[src/epoch_seconds_to_utc_date_top_assert.svh]
// Assertion macros for the epoch seconds to UTC date block.
// Included by files that carry concurrent checks; depends on nothing else.
`ifndef EPOCH_SECONDS_TO_UTC_DATE_TOP_ASSERT_SVH
`define EPOCH_SECONDS_TO_UTC_DATE_TOP_ASSERT_SVH
`ifndef ASSERT_OFF
// Check a property on every clock edge outside reset.
`define ESUTC_ASSERT(lbl, clk, rst_n, prop) \
  lbl: assert property (@(posedge clk) disable iff (!rst_n) (prop)) \
    else $error("esutc assertion failed");
// Check a property on every clock edge, reset included.
`define ESUTC_ASSERT_ALWAYS(lbl, clk, prop) \
  lbl: assert property (@(posedge clk) (prop)) \
    else $error("esutc assertion failed");
`else
`define ESUTC_ASSERT(lbl, clk, rst_n, prop)
`define ESUTC_ASSERT_ALWAYS(lbl, clk, prop)
`endif
`endif

[src/esutc_pkg.sv]
// Shared types, constants and calendar functions for the epoch to UTC date block.
// Depends on nothing.
`default_nettype none

package esutc_pkg;

  typedef enum logic [3:0] {
    ST_IDLE,
    ST_SEC_MUL,
    ST_SEC_REM,
    ST_MIN_MUL,
    ST_MIN_REM,
    ST_HR_MUL,
    ST_HR_REM,
    ST_WD_MUL,
    ST_WD_REM,
    ST_YEAR,
    ST_MONTH,
    ST_DONE
  } state_e;

  // Reciprocal constants: floor(x * K >> SH) == floor(x / d) over the input range.
  localparam logic [31:0] K_DIV60  = 32'd2290649225;
  localparam int          SH_DIV60 = 37;
  localparam logic [31:0] K_DIV24  = 32'd2863311531;
  localparam int          SH_DIV24 = 36;
  localparam logic [31:0] K_DIV7   = 32'd613566757;
  localparam int          SH_DIV7  = 32;

  localparam logic [30:0] EPOCH_WEEKDAY = 31'd4;
  localparam logic [7:0]  EPOCH_YEAR_OFS = 8'd70;  // 1970 - 1900
  localparam logic [3:0]  LAST_MONTH = 4'd11;
  localparam logic [3:0]  FEBRUARY = 4'd1;

  // Year given as offset from 1900; 1900 and 2100 are century non-leap years.
  function automatic logic is_leap(input logic [7:0] yo);
    return (yo[1:0] == 2'b00) && (yo != 8'd0) && (yo != 8'd200);
  endfunction

  function automatic logic [8:0] year_len(input logic [7:0] yo);
    return is_leap(yo) ? 9'd366 : 9'd365;
  endfunction

  function automatic logic [8:0] month_len(input logic [3:0] mon, input logic leap);
    logic [8:0] len;
    case (mon)
      4'd0:    len = 9'd31;
      4'd1:    len = leap ? 9'd29 : 9'd28;
      4'd2:    len = 9'd31;
      4'd3:    len = 9'd30;
      4'd4:    len = 9'd31;
      4'd5:    len = 9'd30;
      4'd6:    len = 9'd31;
      4'd7:    len = 9'd31;
      4'd8:    len = 9'd30;
      4'd9:    len = 9'd31;
      4'd10:   len = 9'd30;
      4'd11:   len = 9'd31;
      default: len = 9'd31;
    endcase
    return len;
  endfunction

endpackage

`default_nettype wire

[src/epoch_seconds_to_utc_date_top.sv]
// One shared reciprocal multiplier does the /60, /60, /24 and %7 steps, then one
// shared compare/subtract unit walks years (0..68 whole years past 1970) and
// months (month index 0..11), one step a cycle.
// Next request is taken in the cycle after the result is loaded into the output register.
// Reset (async, active low) clears the sequencer and output valid; no clearing pass.
`default_nettype none

`include "epoch_seconds_to_utc_date_top_assert.svh"

module epoch_seconds_to_utc_date_top (
  input  wire logic        clk_i,
  input  wire logic        rst_ni,
  input  wire logic        in_valid_i,
  output logic             in_ready_o,
  input  wire logic [30:0] epoch_seconds_i,
  output logic             out_valid_o,
  input  wire logic        out_ready_i,
  output logic [5:0]       second_o,
  output logic [5:0]       minute_o,
  output logic [4:0]       hour_o,
  output logic [2:0]       weekday_o,
  output logic [7:0]       years_since_1900_o,
  output logic [8:0]       day_of_year_o,
  output logic [3:0]       month_o,
  output logic [4:0]       day_of_month_o
);

  esutc_pkg::state_e state_q, state_d;
  logic              out_valid_q, out_valid_d;

  logic [30:0] work_q, work_d;
  logic [30:0] quot_q, quot_d;
  logic [5:0]  sec_q, sec_d;
  logic [5:0]  min_q, min_d;
  logic [4:0]  hr_q, hr_d;
  logic [2:0]  wday_q, wday_d;
  logic [7:0]  yo_q, yo_d;
  logic [8:0]  yday_q, yday_d;
  logic [3:0]  mon_q, mon_d;
  logic [4:0]  mday_q, mday_d;

  logic [5:0]  sec_out_q, min_out_q;
  logic [4:0]  hr_out_q, mday_out_q;
  logic [2:0]  wday_out_q;
  logic [7:0]  yo_out_q;
  logic [8:0]  yday_out_q;
  logic [3:0]  mon_out_q;
  logic        load_out;

  // Shared multiplier
  logic [30:0] mul_a;
  logic [31:0] mul_k;
  logic [62:0] prod;
  logic [30:0] quot_c;

  // Shared remainder subtract
  logic [30:0] qd;
  logic [30:0] rem_c;

  // Shared year/month compare and subtract
  logic [8:0]  len_c;
  logic        fits_c;
  logic [30:0] diff_c;

  always_comb begin
    mul_a  = work_q;
    mul_k  = esutc_pkg::K_DIV60;
    quot_c = 31'(prod >> esutc_pkg::SH_DIV60);
    case (state_q)
      esutc_pkg::ST_HR_MUL: begin
        mul_k  = esutc_pkg::K_DIV24;
        quot_c = 31'(prod >> esutc_pkg::SH_DIV24);
      end
      esutc_pkg::ST_WD_MUL: begin
        mul_a  = work_q + esutc_pkg::EPOCH_WEEKDAY;
        mul_k  = esutc_pkg::K_DIV7;
        quot_c = 31'(prod >> esutc_pkg::SH_DIV7);
      end
      default: ;
    endcase
  end

  assign prod = 63'(mul_a) * 63'(mul_k);

  always_comb begin
    case (state_q)
      esutc_pkg::ST_HR_REM: begin
        qd    = (quot_q << 4) + (quot_q << 3);
        rem_c = work_q - qd;
      end
      esutc_pkg::ST_WD_REM: begin
        qd    = (quot_q << 3) - quot_q;
        rem_c = (work_q + esutc_pkg::EPOCH_WEEKDAY) - qd;
      end
      default: begin
        qd    = (quot_q << 6) - (quot_q << 2);
        rem_c = work_q - qd;
      end
    endcase
  end

  assign len_c  = (state_q == esutc_pkg::ST_YEAR) ? esutc_pkg::year_len(yo_q)
                : esutc_pkg::month_len(mon_q, esutc_pkg::is_leap(yo_q));
  assign fits_c = work_q < 31'(len_c);
  assign diff_c = work_q - 31'(len_c);

  assign load_out = (state_q == esutc_pkg::ST_DONE) && (!out_valid_q || out_ready_i);

  always_comb begin
    state_d     = state_q;
    out_valid_d = out_valid_q;
    work_d      = work_q;
    quot_d      = quot_q;
    sec_d       = sec_q;
    min_d       = min_q;
    hr_d        = hr_q;
    wday_d      = wday_q;
    yo_d        = yo_q;
    yday_d      = yday_q;
    mon_d       = mon_q;
    mday_d      = mday_q;

    if (out_valid_q && out_ready_i) begin
      out_valid_d = 1'b0;
    end

    case (state_q)
      esutc_pkg::ST_IDLE: begin
        if (in_valid_i) begin
          work_d  = epoch_seconds_i;
          state_d = esutc_pkg::ST_SEC_MUL;
        end
      end
      esutc_pkg::ST_SEC_MUL: begin
        quot_d  = quot_c;
        state_d = esutc_pkg::ST_SEC_REM;
      end
      esutc_pkg::ST_SEC_REM: begin
        sec_d   = rem_c[5:0];
        work_d  = quot_q;
        state_d = esutc_pkg::ST_MIN_MUL;
      end
      esutc_pkg::ST_MIN_MUL: begin
        quot_d  = quot_c;
        state_d = esutc_pkg::ST_MIN_REM;
      end
      esutc_pkg::ST_MIN_REM: begin
        min_d   = rem_c[5:0];
        work_d  = quot_q;
        state_d = esutc_pkg::ST_HR_MUL;
      end
      esutc_pkg::ST_HR_MUL: begin
        quot_d  = quot_c;
        state_d = esutc_pkg::ST_HR_REM;
      end
      esutc_pkg::ST_HR_REM: begin
        hr_d    = rem_c[4:0];
        work_d  = quot_q;
        state_d = esutc_pkg::ST_WD_MUL;
      end
      esutc_pkg::ST_WD_MUL: begin
        quot_d  = quot_c;
        state_d = esutc_pkg::ST_WD_REM;
      end
      esutc_pkg::ST_WD_REM: begin
        // keep the day count in work_q for the year walk
        wday_d  = rem_c[2:0];
        yo_d    = esutc_pkg::EPOCH_YEAR_OFS;
        state_d = esutc_pkg::ST_YEAR;
      end
      esutc_pkg::ST_YEAR: begin
        if (fits_c) begin
          yday_d  = work_q[8:0];
          mon_d   = 4'd0;
          state_d = esutc_pkg::ST_MONTH;
        end else begin
          work_d = diff_c;
          yo_d   = yo_q + 8'd1;
        end
      end
      esutc_pkg::ST_MONTH: begin
        if (fits_c || (mon_q == esutc_pkg::LAST_MONTH)) begin
          mday_d  = work_q[4:0] + 5'd1;
          state_d = esutc_pkg::ST_DONE;
        end else begin
          work_d = diff_c;
          mon_d  = mon_q + 4'd1;
        end
      end
      esutc_pkg::ST_DONE: begin
        // hold until the output register is free
        if (load_out) begin
          out_valid_d = 1'b1;
          state_d     = esutc_pkg::ST_IDLE;
        end
      end
      default: state_d = esutc_pkg::ST_IDLE;
    endcase
  end

  always_ff @(posedge clk_i or negedge rst_ni) begin
    if (!rst_ni) begin
      state_q     <= esutc_pkg::ST_IDLE;
      out_valid_q <= 1'b0;
    end else begin
      state_q     <= state_d;
      out_valid_q <= out_valid_d;
    end
  end

  always_ff @(posedge clk_i) begin
    work_q <= work_d;
    quot_q <= quot_d;
    sec_q  <= sec_d;
    min_q  <= min_d;
    hr_q   <= hr_d;
    wday_q <= wday_d;
    yo_q   <= yo_d;
    yday_q <= yday_d;
    mon_q  <= mon_d;
    mday_q <= mday_d;
    if (load_out) begin
      sec_out_q  <= sec_q;
      min_out_q  <= min_q;
      hr_out_q   <= hr_q;
      wday_out_q <= wday_q;
      yo_out_q   <= yo_q;
      yday_out_q <= yday_q;
      mon_out_q  <= mon_q;
      mday_out_q <= mday_q;
    end
  end

  assign in_ready_o         = (state_q == esutc_pkg::ST_IDLE);
  assign out_valid_o        = out_valid_q;
  assign second_o           = sec_out_q;
  assign minute_o           = min_out_q;
  assign hour_o             = hr_out_q;
  assign weekday_o          = wday_out_q;
  assign years_since_1900_o = yo_out_q;
  assign day_of_year_o      = yday_out_q;
  assign month_o            = mon_out_q;
  assign day_of_month_o     = mday_out_q;

  `ESUTC_ASSERT(a_busy_after_req, clk_i, rst_ni, (in_valid_i && in_ready_o) |=> !in_ready_o)
  `ESUTC_ASSERT(a_month_bound, clk_i, rst_ni, (state_q == esutc_pkg::ST_MONTH) |-> (mon_q < 4'd12))
  `ESUTC_ASSERT(a_year_bound, clk_i, rst_ni, (state_q == esutc_pkg::ST_YEAR) |-> (yo_q <= 8'd138))
  `ESUTC_ASSERT(a_time_range, clk_i, rst_ni, out_valid_o |-> ((second_o < 6'd60) && (minute_o < 6'd60) && (hour_o < 5'd24) && (weekday_o < 3'd7)))
  `ESUTC_ASSERT_ALWAYS(a_reset_idle, clk_i, !rst_ni |=> (!out_valid_o && in_ready_o))

endmodule

`default_nettype wire
[config.mk]
export PLATFORM = sky130hd
export DESIGN_NAME = epoch_seconds_to_utc_date_top
export DESIGN_NICKNAME = d
export VERILOG_FILES = /design/src/esutc_pkg.sv /design/src/epoch_seconds_to_utc_date_top.sv
export VERILOG_INCLUDE_DIRS = /design/src /design/src/src
export SDC_FILE = /design/constraint.sdc
export NUM_CORES = 1
export LEC_CHECK = 0
export BUFFER_PORTS_ARGS = -buffer_cell sky130_fd_sc_hd__buf_2
export CAP_MARGIN = 20
export CELL_PAD_IN_SITES_DETAIL_PLACEMENT = 1
export CELL_PAD_IN_SITES_GLOBAL_PLACEMENT = 1
export CORE_ASPECT_RATIO = 0.6
export CORE_MARGIN = 4
export CORE_UTILIZATION = 55
export CTS_BUF_LIST = sky130_fd_sc_hd__clkbuf_2 sky130_fd_sc_hd__clkbuf_4 sky130_fd_sc_hd__clkbuf_8
export DETAILED_ROUTE_END_ITERATION = 16
export GPL_TIMING_DRIVEN = 0
export PLACE_DENSITY_LB_ADDON = 0.1
export REMOVE_ABC_BUFFERS = 1
export SYNTH_ARGS = -nofsm -noshare
export SYNTH_HDL_FRONTEND = slang
export SYNTH_SLANG_ARGS = --single-unit
[constraint.sdc]
create_clock -name clk_i -period 16.5 [get_ports clk_i]
set_input_delay 3.3 -clock clk_i [delete_from_list [all_inputs] [get_ports clk_i]]
set_output_delay 3.3 -clock clk_i [all_outputs]
set_load 0.005 [all_outputs]
## Word level (Yosys, flattened, before mapping)

Cells that the tools add are included.

- Register bits after elaboration: 159
- Input bits: 35
- Output and inout bits: 48
- Logic and storage cells: 104

- Add/subtract/negate cells: 11
- Equality and inequality tests: 24
- Reduce and logical (&&, ||, !) cells: 22
- $lt $le $gt $ge: 1
- Multiply operators: 1
- Muxes and demuxes: 25

Operators by type and width:

| cell | number |
|---|---|
| two-way mux 31 bit | 4 |
| one-hot mux 31 bit (4 select lines) | 1 |
| one-hot mux 32 bit (2 select lines) | 1 |
| multiplier 31 x 32 -> 63 bit | 1 |
| one-hot mux 31 bit (2 select lines) | 1 |
| one-hot mux 4 bit (12 select lines) | 1 |
| adder 31 x 3 -> 31 bit, second input constant | 1 |
| less-than comparator 31 x 9 -> 1 bit | 1 |
| subtractor 31 x 9 -> 31 bit | 1 |
| equality test 4 bit, second input constant | 7 |
| two-way mux 4 bit | 6 |
| subtractor 6 bit | 4 |
| equality test 4 x 3 -> 1 bit, second input constant | 5 |
| one-hot mux 8 bit (2 select lines) | 1 |
| equality test 4 x 2 -> 1 bit, second input constant | 3 |
| != test 2 bit, second input constant | 6 |
| one-hot mux 6 bit (2 select lines) | 1 |
| two-way mux 9 bit | 1 |
| adder 8 x 1 -> 8 bit, second input constant | 1 |
| equality test 4 x 1 -> 1 bit, second input constant | 2 |
| two-way mux 8 bit | 1 |
| != test 8 bit, second input constant | 1 |
| one-hot mux 4 bit (2 select lines) | 1 |
| AND reduction 4 bit | 2 |
| other kinds (19) | 30 |

## Depth between registers and ports, before layout

Gate-level depths: netlist (run 1).

- Word-level depth: 10
- Depth in mapped cells: 37
- Mapped depth without buffers: 37

## Worst setup path before layout (run 1)

No wires, ideal clock.

- Path kind: register to register
- Start: register state_q[3]
- End: register quot_q[14] (data pin)
- Arrival time: 9.449 ns
- Clock period less this slack: 9.710 ns
- Cell stages (with the launch flop): 29
- Slack: 6.790 ns
- Cells stage by stage: dfrtp_1 -> nor2b_1 -> and2_0 -> nand2_1 -> clkbuf_1 -> clkbuf_1 -> nor2_1 -> fa_1 -> fa_1 -> fa_1 -> inv_1 -> fa_1 -> inv_1 -> fa_1 -> fa_1 -> fa_1 -> inv_1 -> fa_1 -> inv_1 -> ha_1 -> and3_1 -> a31o_1 -> o221ai_1 -> a21oi_1 -> or4_1 -> o21ai_1 -> o21bai_1 -> xor2_1 -> a221o_1

- Cells in the longest elaborated chain, start to end: 4
- Elaborated cells on any way between the ends: 6

RTL lines:

| item | RTL line | source |
|---|---|---|
| start, declared | epoch_seconds_to_utc_date_top.sv:28 | `esutc_pkg::state_e state_q, state_d;` |
| start signal, assigned | epoch_seconds_to_utc_date_top.sv:203 | `state_q <= esutc_pkg::ST_IDLE;` |
| start signal, assigned | epoch_seconds_to_utc_date_top.sv:206 | `state_q <= state_d;` |
| equality test 4 x 3 -> 1 bit | epoch_seconds_to_utc_date_top.sv:69 | `case (state_q)` |
| one-hot mux 32 bit (2 select lines) or two-way mux 31 bit (tied branches) | epoch_seconds_to_utc_date_top.sv:69 |  |
| multiplier 31 x 32 -> 63 bit | epoch_seconds_to_utc_date_top.sv:83 | `assign prod = 63'(mul_a) * 63'(mul_k);` |
| one-hot mux 31 bit (2 select lines) * | epoch_seconds_to_utc_date_top.sv:69 |  |
| named net quot_c[14] | epoch_seconds_to_utc_date_top.sv:54 | `logic [30:0] quot_c;` |
| end signal, assigned | epoch_seconds_to_utc_date_top.sv:213 | `quot_q <= quot_d;` |
| end, declared | epoch_seconds_to_utc_date_top.sv:32 | `logic [30:0] quot_q, quot_d;` |

Mark *: on every way through the listed nets, which the timed path passes. The rest lies on a longest branch.
A chain may end at the register's enable or synchronous reset.

## Worst setup path after layout (run 1)

- Start: register state_q[1]
- End: register quot_q[6] (data pin)

Same word-level chain as after synthesis.

==> results of run 1 <==
## area by class of cell
class / instances / area (um^2) / area share
Multi-Input combinational cell: 1757 / 18900 / 0.667
Sequential cell: 159 / 4750 / 0.167
Timing Repair Buffer: 98 / 704 / 0.0248
Clock buffer: 17 / 234 / 0.00824
Inverter: 742 / 2790 / 0.0981
Clock inverter: 15 / 169 / 0.00595
Tap cell: 640 / 801 / 0.0282
## state kept, by name, summed over array words and instances, names as in the netlist, 6 cells and up
| signal | cells |
|---|---|
| quot_q | 31 |
| work_q | 31 |
| day_of_year_o | 9 |
| yday_q | 9 |
| years_since_1900_o | 8 |
| yo_q | 8 |
| min_q | 6 |
| minute_o | 6 |
| sec_q | 6 |
| second_o | 6 |
## power groups by stage
stage | sequential (mW) | combinational [mW] | clock (mW)
finish | 0.437 | 0.0589 | 0.304
global route | 0.437 | 0.0626 | 0.326
CTS | 0.437 | 0.0566 | 0.307
detailed placement | 0.446 | 0.0562 | 0
global placement | 0.446 | 0.0553 | 0
floorplan | 0.446 | 0.0296 | 0
## metal layers
metal  wire length, um  up-vias  GRT usage  share of wire
met2             40500      980      0.552           0.41
met5                 0        -          0              0
met4              1960        0     0.0766          0.020
li1                  -     8782          -              -
met1             41000    10516      0.521           0.42
met3             14200      123      0.195           0.15
## cells in the mapped netlist, types with 21 or more instances
cell type / number / share of area
inv_1: 740 / 0.10
fa_1: 425 / 0.32
ha_1: 374 / 0.18
edfxtp_1: 154 / 0.17
nand2_1: 150 / 0.021
nor2_1: 142 / 0.020
a21oi_1: 75 / 0.014
o21ai_0: 64 / 0.012
xnor2_1: 59 / 0.019
clkbuf_1: 56 / 0.0079
xor2_1: 56 / 0.018
nor3_1: 39 / 0.0073
a21o_1: 36 / 0.010
a22oi_1: 35 / 0.0099
nand3_1: 35 / 0.0066
nand4_1: 21 / 0.0049
o21ai_1: 21 / 0.0039
## metrics by stage
stage | total power, mW | setup slack, ns
2_1_floorplan | 0.475 | 5.03
5_1_grt | 0.825 | 3.46
4_1_cts | 0.800 | 4.22
3_5_place_dp | 0.502 | 4.31
3_3_place_gp | 0.501 | -0.317
6_report | 0.799 | 3.83
## cells by family (layout without fill, tap and decap cells)
| family | Yosys count | in the layout | synth area share |
|---|---|---|---|
| other cells | 1 | 1 | 0.000141 |
| flops | 159 | 159 | 0.178 |
| fa+ha+maj | 799 | 799 | 0.494 |
| mux | 4 | 4 | 0.00160 |
| simple gates | 486 | 486 | 0.0852 |
| buf+inv | 808 | 872 | 0.114 |
| compound gates | 352 | 352 | 0.0888 |
| xor+xnor | 115 | 115 | 0.0378 |
## path summary, 6_finish.rpt
path                                        start                      to  slack (ns)  cells after the start
max                        state_q[1]$_DFFE_PN0P_     quot_q[6]$_DFFE_PP_        3.83                     32
min                            sec_q[5]$_DFFE_PP_   second_o[5]$_DFFE_PP_        0.41                      0
max reg2reg                state_q[1]$_DFFE_PN0P_     quot_q[6]$_DFFE_PP_        3.83                     32
min reg2reg                    sec_q[5]$_DFFE_PP_   second_o[5]$_DFFE_PP_        0.41                      0
max in group asynchronous                  rst_ni  state_q[1]$_DFFE_PN0P_       13.75                      1
min in group asynchronous                  rst_ni  state_q[2]$_DFFE_PN0P_        2.60                      1
==> impl_metrics.py, run 1 <==
metrics = {
    "outcome": {
        "status": "completed",
    },
    "routing": {
        "wirelength_um": 97700,
        "vias_per_cell": 5.95,
        "wire_per_inst_um": 28.5,
        "postRouteAntennaNets": 0,
        "drcViolationCount": 0,
        "drt_iter0_markers": 1900,
        "vias": 20401,
        "firstDrtPassIters": 5,
    },
    "flow_run": {
        "maxCapViolCount": 0,
    },
    "power_and_ir_drop": {
        "p_per_area_mw_per_mm2": 28.1,
        "pwr-share-clk": 0.380,
        "switching_share": 0.287,
        "leakage_nw": 14.3,
        "ir_drop_v": 0.0000365,
        "p_comb_frac": 0.074,
        "p_switching_uw": 229,
        "p_seq_frac": 0.546,
        "p_int_uw": 570,
    },
    "die": {
        "start_util": 0.557,
        "rows": 62,
        "coreArea_mm2": 0.0479,
        "pin_count": 83,
        "dieWidth_um": 292,
        "die_y_um": 179,
        "die_area_mm2": 0.0522,
    },
    "worst_hold_path": {
        "hp-class": "reg -> reg",
    },
    "clock_tree": {
        "cts_resized": 0,
        "cts_made_buffers": 17,
        "clock-sinks": 159,
        "cts_setup_buffers": 0,
        "path_clk_slew_ns": 0.12,
        "htreeDepth": 4,
        "root_buffer": "clkbuf_8",
        "holdBufCountCts": 0,
        "clkLatencyLatePin_ns": 0.51,
        "clockBufferDepth": 2,
        "cts_tree": "built",
    },
    "timing": {
        "rsz0062_at_grt": "no",
        "skew_ns": 0.0294,
        "setup_viol": 0,
        "worst_slew_pin_slew_ns": 1.13,
        "period_share": 0.768,
        "drv_slew": 0,
        "whs_ns": 0.412,
        "period_needed_ns": 12.67,
        "hold_viol": 0,
        "tns_ns": 0,
        "slew_headroom": 0.241,
        "timing.fmax_mhz": 78.9,
    },
    "layout": {
        "stdcell_count": 3428,
        "mostFrequentLayoutCells": "inv_1 (740), fa_1 (425), ha_1 (374), edfxtp_1 (154), nand2_1 (148)",
        "final_area_mm2": 0.0284,
        "n_antenna_cell": 0,
        "area_growth_pct": 6.43,
        "fillers": 5376,
        "nets": 3609,
        "postLayoutCoreUtil": 0.593,
        "drive_gt1_frac": 0.0606,
        "final_common_cell": "inv_1",
    },
    "synthesis": {
        "yosys_warnings": 0,
        "synthesis.area_mm2": 0.0267,
        "yosysSeqAreaShare": 0.178,
        "syn_avg_cell_area_um2": 9.79,
        "ys_async_sr_fraction": 0.0314,
        "ys_types": 76,
        "synth_edf_count": 154,
        "synthFlopType": "edfxtp_1",
        "ys_ff_latch": 159,
        "synthCells": 2724,
    },
    "global_routing": {
        "grt_overflow": 0,
        "grt_max_degree": 35,
        "antenna_found_initial": 1,
        "grtUsageTotal": 0.383,
        "first_global_vias": 22520,
        "grt_pass1_wl_um": 145000,
    },
    "placement": {
        "place_congestion": 1.03,
        "dp_hpwl_um": 85200,
        "dp.cells": 3395,
        "io_buffers": 82,
        "dpl_cell_area_mm2": 0.0280,
    },
    "setup_path": {
        "crit_slowest_cell": "dfrtp_1",
        "cpMostUsedCell": "fa_1",
        "arrival_ns": 12.75,
        "slowest_delay_ns": 0.95,
        "crit_type": "reg -> reg",
        "crit_required_ns": 16.58,
        "cp_max_fo": 15,
        "critical_path_buf_inv_count": 4,
        "worst_setup_path_start_kind": "register",
        "worstSetupEndpointType": "register",
        "cpLargestDelayFamily": "adder cells",
    },
}
No activity file was read; power rests on OpenSTA's default activity.
==> inputs of run 2 (changes only) <==
- ABC_AREA: default -> 1
- CORE_UTILIZATION: 55 -> 46
- clock period: 16.5 -> 11.45 ns (I/O delays scaled with it)
==> run 2 against run 1 <==
Worst setup slack worse by 3.2 ns. Largest cell class unchanged. Sequential share of layout area is 1.1 points lower. Critical path depth is 1 higher. Register-to-register slack worse by 3.2 ns. Critical endpoint is now quot_q[17]$_DFFE_PP_. Clock skew is 0.0045 ns higher.
==> impl_metrics.py, run 2 <==
metrics = {
    "outcome": {
        "status": "completed",
    },
    "synthesis": {
        "ys_async_sr_fraction": 0.0314,
        "synth_top_area_share": 0.299,
        "yosys-top-cells-count": "inv_1 (974), nand2_1 (465), fa_1 (425)",
        "synth_top_cell_by_area": "fa_1",
        "syn_avg_cell_area_um2": 8.37,
        "yosys_warnings": 0,
        "synth_area_leaders": "fa_1 (30%), ha_1 (16%), edfxtp_1 (16%), inv_1 (13%), nand2_1 (6.1%)",
        "synth_most_common_cell": "inv_1",
        "ys_types": 55,
        "synthesis.area_mm2": 0.0284,
        "synthFlopType": "edfxtp_1",
        "synthCells": 3397,
        "yosysSeqAreaShare": 0.167,
        "ys_ff_latch": 159,
        "synth_edf_count": 154,
    },
    "layout": {
        "final_area_mm2": 0.0303,
        "stdcell_count": 4312,
        "reg_top3": "quot_q (31), work_q (31)",
        "mostFrequentLayoutCells": "inv_1 (974), nand2_1 (464), fa_1 (425), ha_1 (374), nor2_1 (300)",
        "drive_gt1_frac": 0.0499,
        "nets": 4313,
        "multi_input_area_mm2": 0.0199,
        "final_common_cell": "inv_1",
        "postLayoutCoreUtil": 0.497,
        "area_growth_pct": 6.64,
        "layout.area.seq_mm2": 0.00475,
        "n_antenna_cell": 0,
        "fillers": 7500,
    },
    "setup_path": {
        "reg2reg_depth": 33,
        "arrival_ns": 11.08,
        "crit_required_ns": 11.71,
        "worst_setup_path_start_kind": "register",
        "cp_max_fo": 10,
        "cpLargestDelayFamily": "adder cells",
        "cpMostUsedCell": "inv_1",
        "critical_path_buf_inv_count": 9,
        "worstSetupEndpointType": "register",
        "crit_slowest_cell": "nor2_1",
        "crit_cells": 33,
        "slowest_delay_ns": 0.75,
        "crit_type": "reg -> reg",
    },
    "placement": {
        "dp_hpwl_um": 99800,
        "io_buffers": 82,
        "dpl_cell_area_mm2": 0.0299,
        "dp.cells": 4278,
        "place_congestion": 1.01,
    },
    "clock_tree": {
        "htreeDepth": 4,
        "cts_setup_buffers": 0,
        "cts_made_buffers": 25,
        "clockBufferDepth": 3,
        "clkLatencyLatePin_ns": 0.52,
        "path_clk_slew_ns": 0.08,
        "root_buffer": "clkbuf_8",
        "holdBufCountCts": 0,
        "clock-sinks": 159,
        "cts_tree": "built",
        "cts_resized": 0,
    },
    "timing": {
        "timing.fmax_mhz": 92.5,
        "period_needed_ns": 10.82,
        "worst_slew_pin_slew_ns": 1.14,
        "drv_slew": 0,
        "tns_ns": 0,
        "hold_viol": 0,
        "skew_ns": 0.0339,
        "rsz0062_at_grt": "no",
        "slew_headroom": 0.235,
        "period_share": 0.945,
        "setup_viol": 0,
    },
    "die": {
        "start_util": 0.466,
        "dieWidth_um": 329,
        "die_area_mm2": 0.0660,
        "die_y_um": 201,
        "pin_count": 83,
        "rows": 70,
        "coreArea_mm2": 0.0610,
    },
    "routing": {
        "wirelength_um": 111000,
        "drcViolationCount": 0,
        "firstDrtPassIters": 5,
        "wire_per_inst_um": 25.6,
        "vias_per_cell": 5.39,
        "vias": 23261,
        "postRouteAntennaNets": 0,
        "drt_iter0_markers": 2210,
    },
    "worst_hold_path": {
        "hp-class": "reg -> reg",
        "worstHoldPathCells": 0,
    },
    "global_routing": {
        "grt_overflow": 0,
        "grtUsageTotal": 0.341,
        "first_global_vias": 24955,
        "antenna_found_initial": 2,
        "grt_max_degree": 57,
        "grt_pass1_wl_um": 164000,
    },
    "flow_run": {
        "maxCapViolCount": 0,
    },
}
## run 2: cell count changes after synthesis, sizes merged, moves of 12 or more
cell	previous run	this run
a21o	36	8
a21oi	77	123
a221o	14	0
a22oi	35	0
and3	19	1
buf	10	25
clkbuf	56	9
inv	742	989
nand2	150	474
nand3	35	204
nor2	144	314
nor2b	12	0
xnor2	59	9
xor2	56	36
## run 2: path summary, 6_finish.rpt
kind	startpoint	to	slack, ns
worst max-delay path	work_q[2]$_DFFE_PP_	quot_q[17]$_DFFE_PP_	0.63
worst min-delay path	mday_q[0]$_DFFE_PP_	day_of_month_o[0]$_DFFE_PP_	0.43
worst max register to register	work_q[2]$_DFFE_PP_	quot_q[17]$_DFFE_PP_	0.63
worst min register to register	mday_q[0]$_DFFE_PP_	day_of_month_o[0]$_DFFE_PP_	0.43
max in group asynchronous	rst_ni	state_q[0]$_DFFE_PN0P_	9.71
min in group asynchronous	rst_ni	state_q[2]$_DFFE_PN0P_	1.57
## run 2: kinds of logic after synthesis
logic type,Yosys count,synth area share
compound gates,276,0.0538
other cells,1,0.000132
flops,159,0.167
simple gates,1092,0.165
fa+ha+maj,799,0.464
buf+inv,1025,0.136
xor+xnor,45,0.0141
## run 2: layer usage
metal,track usage,vias to the layer above,part of all wire
met2,0.434,870,0.37
met1,0.535,11792,0.48
li1,-,10540,-
met3,0.157,55,0.14
met5,0,-,0.00022
met4,0.0337,4,0.010
## run 2: area by class of cell
class / instances / area share
clock inverters: 4 / 0.00149
multi-input cells: 2213 / 0.655
inverters: 991 / 0.123
repair buffers: 89 / 0.0181
well taps: 828 / 0.0342
flip-flops and latches: 159 / 0.157
clock buffers: 28 / 0.0121
## run 2: through the flow
step | worst slack [ns] | hold slack, ns
after floorplan | 3.40 | 0.400
after global placement | 0.481 | 0.403
after detailed placement | 0.957 | 0.406
after CTS | 0.942 | 0.426
after global routing | 0.284 | 0.428
final | 0.634 | 0.426
Power of run 2 is not shown: default switching activity piles up to over one toggle a cycle in this logic, so the estimate is an artifact.
